File: src/hdl/rlss_pkg.sv
// Shared types, constants and helper functions for the seven-bit LED strip serializer.
// This package has no dependencies. Every module of the block imports it.
package rlss_pkg;

    // These are the serial frame constants. Each channel goes out as a marker bit
    // followed by seven value bits.
    localparam int PIXEL_BITS  = 24;
    localparam int CHAN_BITS   = 8;
    localparam int QUEUE_DEPTH = 2;
    localparam int QUEUE_AW    = $clog2(QUEUE_DEPTH);
    localparam logic [7:0] BRIGHT_RESET = 8'd255;
    localparam logic       MARKER_BIT   = 1'b1;

    // This is the pixel as it arrives on the input channel.
    typedef struct packed {
        logic [7:0] red;
        logic [7:0] green;
        logic [7:0] blue;
        logic       frame_last;
    } t_pixel;

    // This is one serial bit as it leaves on the output channel.
    typedef struct packed {
        logic data_bit;
        logic run_last;
    } t_result;

    // This is a fully formatted pixel word as it is queued between front and back.
    typedef struct packed {
        logic [PIXEL_BITS-1:0] bits;
        logic                  frame_last;
    } t_word;

    // This divides a 16-bit product by 255 exactly, using the reciprocal
    // identity x/255 = (x + 1 + (x >> 8)) >> 8 for x below 65535.
    function automatic logic [7:0] div255(input logic [15:0] prod);
        logic [16:0] sum;
        sum = {1'b0, prod} + 17'd1 + {9'd0, prod[15:8]};
        return sum[15:8];
    endfunction

    // This builds the channel byte: the marker, then bits 7 down to 1.
    function automatic logic [7:0] chan_byte(input logic [7:0] scaled);
        return {MARKER_BIT, scaled[7:1]};
    endfunction

endpackage

File: src/hdl/rlss_front.sv
// This is the front end. It accepts pixels, scales them by brightness and formats the serial word.
// It depends on rlss_pkg and feeds rlss_queue.
module rlss_front
    import rlss_pkg::*;
(
    input  logic   i_clk,
    input  logic   i_rst_n,
    input  logic   i_cfg_we,
    input  logic [7:0] i_cfg_data,
    input  logic   i_valid,
    output logic   o_ready,
    input  t_pixel i_pixel,
    output logic   o_word_valid,
    input  logic   i_word_ready,
    output t_word  o_word
);

    logic        r_valid;
    logic [7:0]  r_bright;
    logic [15:0] r_prod_r;
    logic [15:0] r_prod_g;
    logic [15:0] r_prod_b;
    logic        r_last;
    logic        accept;

    // A new pixel may enter whenever the product stage is empty or draining.
    assign o_ready = !r_valid || i_word_ready;
    assign accept  = i_valid && o_ready;

    // These are the brightness register and the stage-valid control.
    always_ff @(posedge i_clk) begin
        if (!i_rst_n) begin
            r_bright <= BRIGHT_RESET;
            r_valid  <= 1'b0;
        end else begin
            if (i_cfg_we) begin
                r_bright <= i_cfg_data;
            end
            if (accept) begin
                r_valid <= 1'b1;
            end else if (i_word_ready) begin
                r_valid <= 1'b0;
            end
        end
    end

    // The products are registered so the divide by 255 sits in the next stage.
    always_ff @(posedge i_clk) begin
        if (accept) begin
            r_prod_r <= 16'(i_pixel.red)   * 16'(r_bright);
            r_prod_g <= 16'(i_pixel.green) * 16'(r_bright);
            r_prod_b <= 16'(i_pixel.blue)  * 16'(r_bright);
            r_last   <= i_pixel.frame_last;
        end
    end

    // The word is formatted in green, red, blue order, each channel with its marker.
    always_comb begin
        o_word_valid      = r_valid;
        o_word.bits       = {chan_byte(div255(r_prod_g)),
                             chan_byte(div255(r_prod_r)),
                             chan_byte(div255(r_prod_b))};
        o_word.frame_last = r_last;
    end

endmodule

File: src/hdl/rlss_queue.sv
// This is a short queue of formatted pixel words between the front end and the serializer.
// It depends on rlss_pkg.
module rlss_queue
    import rlss_pkg::*;
(
    input  logic  i_clk,
    input  logic  i_rst_n,
    input  logic  i_push_valid,
    output logic  o_push_ready,
    input  t_word i_push_word,
    output logic  o_pop_valid,
    input  logic  i_pop_ready,
    output t_word o_pop_word
);

    t_word               r_mem [QUEUE_DEPTH];
    logic [QUEUE_AW-1:0] r_wr_ptr;
    logic [QUEUE_AW-1:0] r_rd_ptr;
    logic [QUEUE_AW:0]   r_count;
    logic                push;
    logic                pop;

    assign o_push_ready = (r_count != QUEUE_AW'(0) + (QUEUE_AW+1)'(QUEUE_DEPTH));
    assign o_pop_valid  = (r_count != '0);
    assign push         = i_push_valid && o_push_ready;
    assign pop          = o_pop_valid && i_pop_ready;
    assign o_pop_word   = r_mem[r_rd_ptr];

    // These are the pointers and the fill count.
    always_ff @(posedge i_clk) begin
        if (!i_rst_n) begin
            r_wr_ptr <= '0;
            r_rd_ptr <= '0;
            r_count  <= '0;
        end else begin
            if (push) begin
                r_wr_ptr <= (r_wr_ptr == QUEUE_AW'(QUEUE_DEPTH - 1)) ? '0 : r_wr_ptr + 1'b1;
            end
            if (pop) begin
                r_rd_ptr <= (r_rd_ptr == QUEUE_AW'(QUEUE_DEPTH - 1)) ? '0 : r_rd_ptr + 1'b1;
            end
            if (push && !pop) begin
                r_count <= r_count + 1'b1;
            end else if (pop && !push) begin
                r_count <= r_count - 1'b1;
            end
        end
    end

    // This is the storage write.
    always_ff @(posedge i_clk) begin
        if (push) begin
            r_mem[r_wr_ptr] <= i_push_word;
        end
    end

`ifndef SYNTH
    // The fill count never exceeds the depth.
    a_count_bound: assert property (@(posedge i_clk) disable iff (!i_rst_n)
        r_count <= (QUEUE_AW+1)'(QUEUE_DEPTH))
        else $error("queue count above depth");

    // An empty queue stays empty when nothing is written.
    a_empty_hold: assert property (@(posedge i_clk) disable iff (!i_rst_n)
        (r_count == '0 && !push) |=> (r_count == '0))
        else $error("queue filled without a write");
`endif

endmodule

File: src/hdl/rlss_back.sv
// This is the back end. It serializes words one bit per cycle unless stalled, with latch bits at frame end.
// It depends on rlss_pkg and drives the registered output channel.
module rlss_back
    import rlss_pkg::*;
#(
    parameter int LATCH_BYTES = 3
) (
    input  logic    i_clk,
    input  logic    i_rst_n,
    input  logic    i_word_valid,
    output logic    o_word_ready,
    input  t_word   i_word,
    output logic    o_valid,
    input  logic    i_ready,
    output t_result o_result
);

    localparam int LATCH_BITS = LATCH_BYTES * 8;
    localparam int CNT_W      = $clog2(PIXEL_BITS + LATCH_BITS + 1);

    logic [PIXEL_BITS-1:0] r_shift;
    logic [CNT_W-1:0]      r_cnt;
    logic                  r_out_valid;
    t_result               r_out;
    logic                  emit;
    logic                  load;

    // One bit leaves whenever bits are owed and the output register is free or draining.
    assign emit         = (r_cnt != '0) && (!r_out_valid || i_ready);
    assign load         = i_word_valid && ((r_cnt == '0) || (emit && r_cnt == CNT_W'(1)));
    assign o_word_ready = (r_cnt == '0) || (emit && r_cnt == CNT_W'(1));
    assign o_valid      = r_out_valid;
    assign o_result     = r_out;

    // The bit counter and the output valid are control state.
    always_ff @(posedge i_clk) begin
        if (!i_rst_n) begin
            r_cnt       <= '0;
            r_out_valid <= 1'b0;
        end else begin
            if (load) begin
                r_cnt <= i_word.frame_last ? CNT_W'(PIXEL_BITS + LATCH_BITS)
                                           : CNT_W'(PIXEL_BITS);
            end else if (emit) begin
                r_cnt <= r_cnt - 1'b1;
            end
            if (emit) begin
                r_out_valid <= 1'b1;
            end else if (i_ready) begin
                r_out_valid <= 1'b0;
            end
        end
    end

    // The shifter fills with zeros, so the latch bits come out as zeros by themselves.
    always_ff @(posedge i_clk) begin
        if (load) begin
            r_shift <= i_word.bits;
        end else if (emit) begin
            r_shift <= {r_shift[PIXEL_BITS-2:0], 1'b0};
        end
        if (emit) begin
            r_out.data_bit <= r_shift[PIXEL_BITS-1];
            r_out.run_last <= (r_cnt == CNT_W'(1));
        end
    end

`ifndef SYNTH
    // A new word is taken only when the previous one has drained or is sending its final bit.
    a_load_drained: assert property (@(posedge i_clk) disable iff (!i_rst_n)
        load |-> (r_cnt == '0 || r_cnt == CNT_W'(1)))
        else $error("word loaded while bits still owed");

    // The final bit of a run is marked on the output register.
    a_run_last: assert property (@(posedge i_clk) disable iff (!i_rst_n)
        (emit && r_cnt == CNT_W'(1)) |=> (r_out_valid && r_out.run_last))
        else $error("run end not flagged");

    // Latch bits are zero on the line.
    a_latch_zero: assert property (@(posedge i_clk) disable iff (!i_rst_n)
        (emit && r_cnt <= CNT_W'(LATCH_BITS) && r_cnt != '0 && r_shift == '0)
            |=> !r_out.data_bit)
        else $error("nonzero bit during latch");
`endif

endmodule

File: src/hdl/rgb_led_strip_seven_bit_serializer.sv
// A pixel passes the product register, the queue and the shifter before its first bit is output.
// The output carries one serial bit per cycle unless i_ready stalls it: 24 data bits per pixel,
// plus 8*LATCH_BYTES latch bits when frame_last is set; the back-end shifter sets that pace.
// A two-entry queue and the product stage let up to three pixels be taken ahead.
// Reset is synchronous and active low; it empties every stage and sets brightness to 255.
module rgb_led_strip_seven_bit_serializer
    import rlss_pkg::*;
#(
    parameter int LATCH_BYTES = 3
) (
    input  logic       i_clk,
    input  logic       i_rst_n,
    input  logic       i_cfg_we,
    input  logic [7:0] i_cfg_data,
    input  logic       i_valid,
    output logic       o_ready,
    input  t_pixel     i_pixel,
    output logic       o_valid,
    input  logic       i_ready,
    output t_result    o_result
);

    logic  front_valid;
    logic  front_ready;
    t_word front_word;
    logic  q_valid;
    logic  q_ready;
    t_word q_word;

    // The front end scales and formats each pixel.
    rlss_front u_front (
        .i_clk        (i_clk),
        .i_rst_n      (i_rst_n),
        .i_cfg_we     (i_cfg_we),
        .i_cfg_data   (i_cfg_data),
        .i_valid      (i_valid),
        .o_ready      (o_ready),
        .i_pixel      (i_pixel),
        .o_word_valid (front_valid),
        .i_word_ready (front_ready),
        .o_word       (front_word)
    );

    // The queue decouples formatting from serializing.
    rlss_queue u_queue (
        .i_clk        (i_clk),
        .i_rst_n      (i_rst_n),
        .i_push_valid (front_valid),
        .o_push_ready (front_ready),
        .i_push_word  (front_word),
        .o_pop_valid  (q_valid),
        .i_pop_ready  (q_ready),
        .o_pop_word   (q_word)
    );

    // The back end shifts out data bits and latch bits.
    rlss_back #(
        .LATCH_BYTES (LATCH_BYTES)
    ) u_back (
        .i_clk        (i_clk),
        .i_rst_n      (i_rst_n),
        .i_word_valid (q_valid),
        .o_word_ready (q_ready),
        .i_word       (q_word),
        .o_valid      (o_valid),
        .i_ready      (i_ready),
        .o_result     (o_result)
    );

endmodule
File: config.mk
export PLATFORM = sky130hd
export DESIGN_NAME = rgb_led_strip_seven_bit_serializer
export DESIGN_NICKNAME = d
export VERILOG_FILES = /design/src/hdl/rlss_pkg.sv /design/src/hdl/rlss_front.sv /design/src/hdl/rlss_queue.sv /design/src/hdl/rlss_back.sv /design/src/hdl/rgb_led_strip_seven_bit_serializer.sv
export SDC_FILE = /design/constraint.sdc
export NUM_CORES = 1
export LEC_CHECK = 0
export BUFFER_PORTS_ARGS = -buffer_cell sky130_fd_sc_hd__buf_2
export CORE_MARGIN = 4
export CORE_UTILIZATION = 58
export DETAILED_ROUTE_END_ITERATION = 10
export PLACE_DENSITY = 0.78
export SLEW_MARGIN = 0
export SYNTH_ARGS = -nofsm -noshare
export SYNTH_HDL_FRONTEND = slang
export SYNTH_HIERARCHICAL = 1
export SYNTH_SLANG_ARGS = --single-unit
File: constraint.sdc
create_clock -name i_clk -period 4.15 [get_ports i_clk]
set_clock_uncertainty 0.15 [all_clocks]
set_input_delay 0.415 -clock i_clk [delete_from_list [all_inputs] [get_ports i_clk]]
set_output_delay 0.415 -clock i_clk [all_outputs]
set_load 0.02 [all_outputs]
==> summary.md <==
Final count of hold timing violations: 0. The dominant cell by count in the synthesized netlist was and2_1. Yosys printed 6 warnings. The slew of the pin with the lowest slew margin was 1176 ps; the final weighted congestion in routability-driven placement was 0.8865. Setup repair after global routing could not meet its margin everywhere. The worst hold path belongs to the class input port to flop.

The run gives 0.01394 mm^2 as the placed instance area. Cell type contributing the most total cell area after synthesis: edfxtp_1. The final reports fail on negative setup slack. The setup path with the least slack is of type flop to flop. By area the synthesized netlist is led by edfxtp_1, fa_1, ha_1. Summing over every cut layer, the via total after detailed routing is 8835. The area share of the leading cell type in the synthesized netlist works out to 0.2950. The first-pass GRT wire length was 44550 um; the instance count of the mapped netlist was 1152. Port buffering added 41 buffers. The critical register-to-register path endpoint was u_front/r_prod_r[13]$_DFFE_PP_. From bottom edge to top edge, the die measures 156.1 um.

The number of global-route vias before repair came out at 9051. Derived from the worst setup path, the maximum achievable clock frequency is 235.6 MHz. Max-cap violations in this run came to 0.

For the worst setup path, the data arrival time is 4250 ps. The flow ran to the end, but the final reports show violations. After detailed routing, the number of remaining DRC violations is 0. After synthesis the netlist holds a flip-flop and latch count of 146. Tracing the worst setup path back leads to its startpoint at u_front/r_bright[3]$_SDFFE_PN1P_.

Most numerous cell on the critical path: fa_1. The startpoint identified for the worst register-to-register timing path is u_front/r_bright[3]$_SDFFE_PN1P_. Detailed placement finished with a half-perimeter wire length of 19160 um. For the worst setup margin, the log shows -95.08 ps. The proportion of register bits with asynchronous set or reset after synthesis is 0, and the overall power consumption is 12.60 mW. The sequential cell area fraction in the yosys report came out at 0.3281. The most critical setup path has its endpoint at u_front/r_prod_r[13]$_DFFE_PP_. The area of the core is 0.02129 mm^2, and the clock net sink count is 146. Final critical-path share of the clock period: 1.023. The pre-antenna-repair detailed-routing pass consisted of 8 iterations.

With fillers left out, the area of the finished cells amounts to 0.01513 mm^2. The required time reported for the critical path endpoint was 4160 ps; the detailed router's first-iteration violation count was 428. In this run the count of I/O pins placed on the die edge is 42.

Per-instance average area after synthesis: 11.04 um^2. The logs give 0.2272 for the total global-route track usage and 4 for the level count of the clock H-tree. 0 antenna diodes ended up in the layout.

Area of the die: 0.02437 mm^2. For this design the ratio of total power to cell area is 833.2 mW/mm^2. The fraction of final layout cells with drive strength greater than 1 works out to 0.2618. The later pin in the worst-skew pair is clocked with a latency of 420 ps. The synthesized netlist contains 67 unique library cells.

The worst register-to-register path has a depth of 15. Setup slack on the worst reg-to-reg path comes out at -100 ps. The run gives 17 as the TritonCTS buffer count. Among all flip-flop cells after synthesis, the most frequent one is edfxtp_1. The biggest fanout along the worst timing path was 7; the headroom to the max-slew limit was 0.2159. At the end of the flow, the number of nets in the layout was 1583. After clock tree synthesis, the clock-pin slew on the worst setup and hold paths is 60 ps. Timing analysis after detailed placement gives a worst setup slack of -411.9 ps.

Entering global routing, the biggest net connects 33 pins. Root cell of the clock tree: clkbuf_16. TritonCTS built the clock tree. The run gives 2 as the maximum buffer depth of the clock tree. The category of the worst setup path launch point is a flop. In the final routed layout, each cell accounts on average for 16.88 um. For the initial core utilization, the log shows 0.5977.

The tools report the post-route antenna net violation count as 0. The utilization after layout is 0.7106, and the growth of design area from synthesis to finish is 18.89%. Summed over all cells, the static leakage comes to 6.743 nW. VDD sags by at most 0.0004358 V.

The worst hold slack after final layout is 20.14 ps, and the combined area of all synthesized cells is 0.01272 mm^2. The category of the worst setup path capture point was a flop. The critical-path cell with the highest stage delay was fa_1. For the number of antenna violations at the first check in global routing, the log shows 1.

The detailed-route wire length is 26890 um, and the via density per instance is 5.546. In the synthesized netlist, the cells that appear most often are and2_1, inv_1, ha_1, edfxtp_1, fa_1. The largest single stage delay on the critical path is 500 ps. The die is 156.1 um wide.

For the number of pins with negative max-slew slack in the final report, the log shows 0. Traced cell by cell, the critical path runs through buf_8 -> buf_6 -> and2_4 -> fa_2 -> fa_1 -> inv_1 -> fa_1 -> fa_1 -> inv_2 -> ha_4 -> a211oi_4 -> a211oi_2 -> nor3_2 -> a21oi_2 -> xor2_1. The floorplan has 53 rows. The time the worst path needs with I/O delays and setup works out to 4245 ps.

Counting flops with a built-in enable in the synthesized netlist gives 125. After global routing the overflow that remains totals 0. The number of setup violations in the final report is 10.
## power by group
group	internal (mW)	total, mW	switching (mW)
Clock	0.825	1.42	0.595
Combinational	4.08	8.26	4.18
Sequential	2.58	2.92	0.337
Total	7.49	12.6	5.12
## metal layers
layer  vias up  GRT usage  share of wire
li1       4184          -              -
met1      4407     0.2948           0.43
met2       207     0.3995           0.51
met3        37    0.03606          0.041
met4         0    0.05950          0.018
met5         -          0              0
## worst max-delay path: cells and delay by family, from the launching register on
| kind | cells | cell delay (ps) |
|---|---|---|
| adders and majority gates | 5 | 2080 |
| AOI/OAI and AO/OA | 3 | 460 |
| DFF | 1 | 390 |
| buffers and inverters | 4 | 370 |
| and+or+nand+nor | 2 | 360 |
| xor gates and xnor gates | 1 | 160 |
## cell families after synthesis
logic type               after synthesis  share of synthesized area
AND/OR/NAND/NOR                      337                     0.1488
adder cells (fa/ha/maj)              240                     0.2997
buffers and inverters                187                    0.05910
flip-flops                           146                     0.3281
AO/OA/AOI/OAI                        129                    0.06972
multiplexers                          58                    0.05507
XOR/XNOR                              54                    0.03924
other                                  1                  0.0002947
## flip-flops by register name, summed over array words and instances (netlist names), 2 cells and up, named ones only
signal / count
u_back/r_shift: 24
u_back/r_cnt: 6
u_queue/r_count: 2
u_queue/r_mem: 50
u_front/r_bright: 8
u_back/o_result: 2
u_front/r_prod_g: 16
u_front/r_prod_b: 16
u_front/r_prod_r: 16
## placed cells by master (no fill, tap or decap), types with 23 or more instances in the layout
| master | netlist | layout |
|---|---|---|
| buf_2 | 3 | 41 |
| mux2_2 | 32 | 32 |
| a21oi_1 | 36 | 23 |
| nor2_1 | 30 | 28 |
| ha_1 | 132 | 118 |
| edfxtp_1 | 125 | 125 |
| buf_4 | 4 | 103 |
| nand2_1 | 63 | 59 |
| and2_1 | 170 | 158 |
| fa_1 | 108 | 102 |
| inv_1 | 159 | 149 |
| xnor2_1 | 37 | 36 |
## cell type report
cell class                      instances  area [um^2]
Multi-Input combinational cell        821         8262
Fill cell                            1417         6160
Inverter                              159        596.8
Clock inverter                         12        110.1
Tap cell                              275        344.1
Timing Repair Buffer                  160         1184
Clock buffer                           20        436.7
Sequential cell                       146         4194
## how the worst min path moves through the flow
stage	start	to	slack, ps	depth (start not counted)
floorplan	u_back/r_shift[23]$_DFFE_PP_	u_back/o_result[1]$_DFFE_PP_	250	0
global placement	u_back/r_shift[23]$_DFFE_PP_	u_back/o_result[1]$_DFFE_PP_	260	0
detailed placement	u_back/r_shift[23]$_DFFE_PP_	u_back/o_result[1]$_DFFE_PP_	260	0
CTS	i_pixel[0]	u_front/r_last$_DFFE_PP_	4	1
global route	i_pixel[0]	u_front/r_last$_DFFE_PP_	5	1
finish	i_pixel[0]	u_front/r_last$_DFFE_PP_	20	1
## what timing repair did
item | CTS | global route
buffers inserted | 15 | 5
setup endpoints to repair | 24 | 21
hold buffers | 0 | 0
pin swaps | 52 | 41
resized for setup | 73 | 42
## through the flow
step / cells / setup TNS [ps]
CTS: 1589 / -596.6
global route: 1593 / -2828
floorplan: 1154 / -12.89
global placement: 1542 / -4273
finish: 1593 / -609.5
detailed placement: 1542 / -6350
Power figures use the tool's default switching activity.
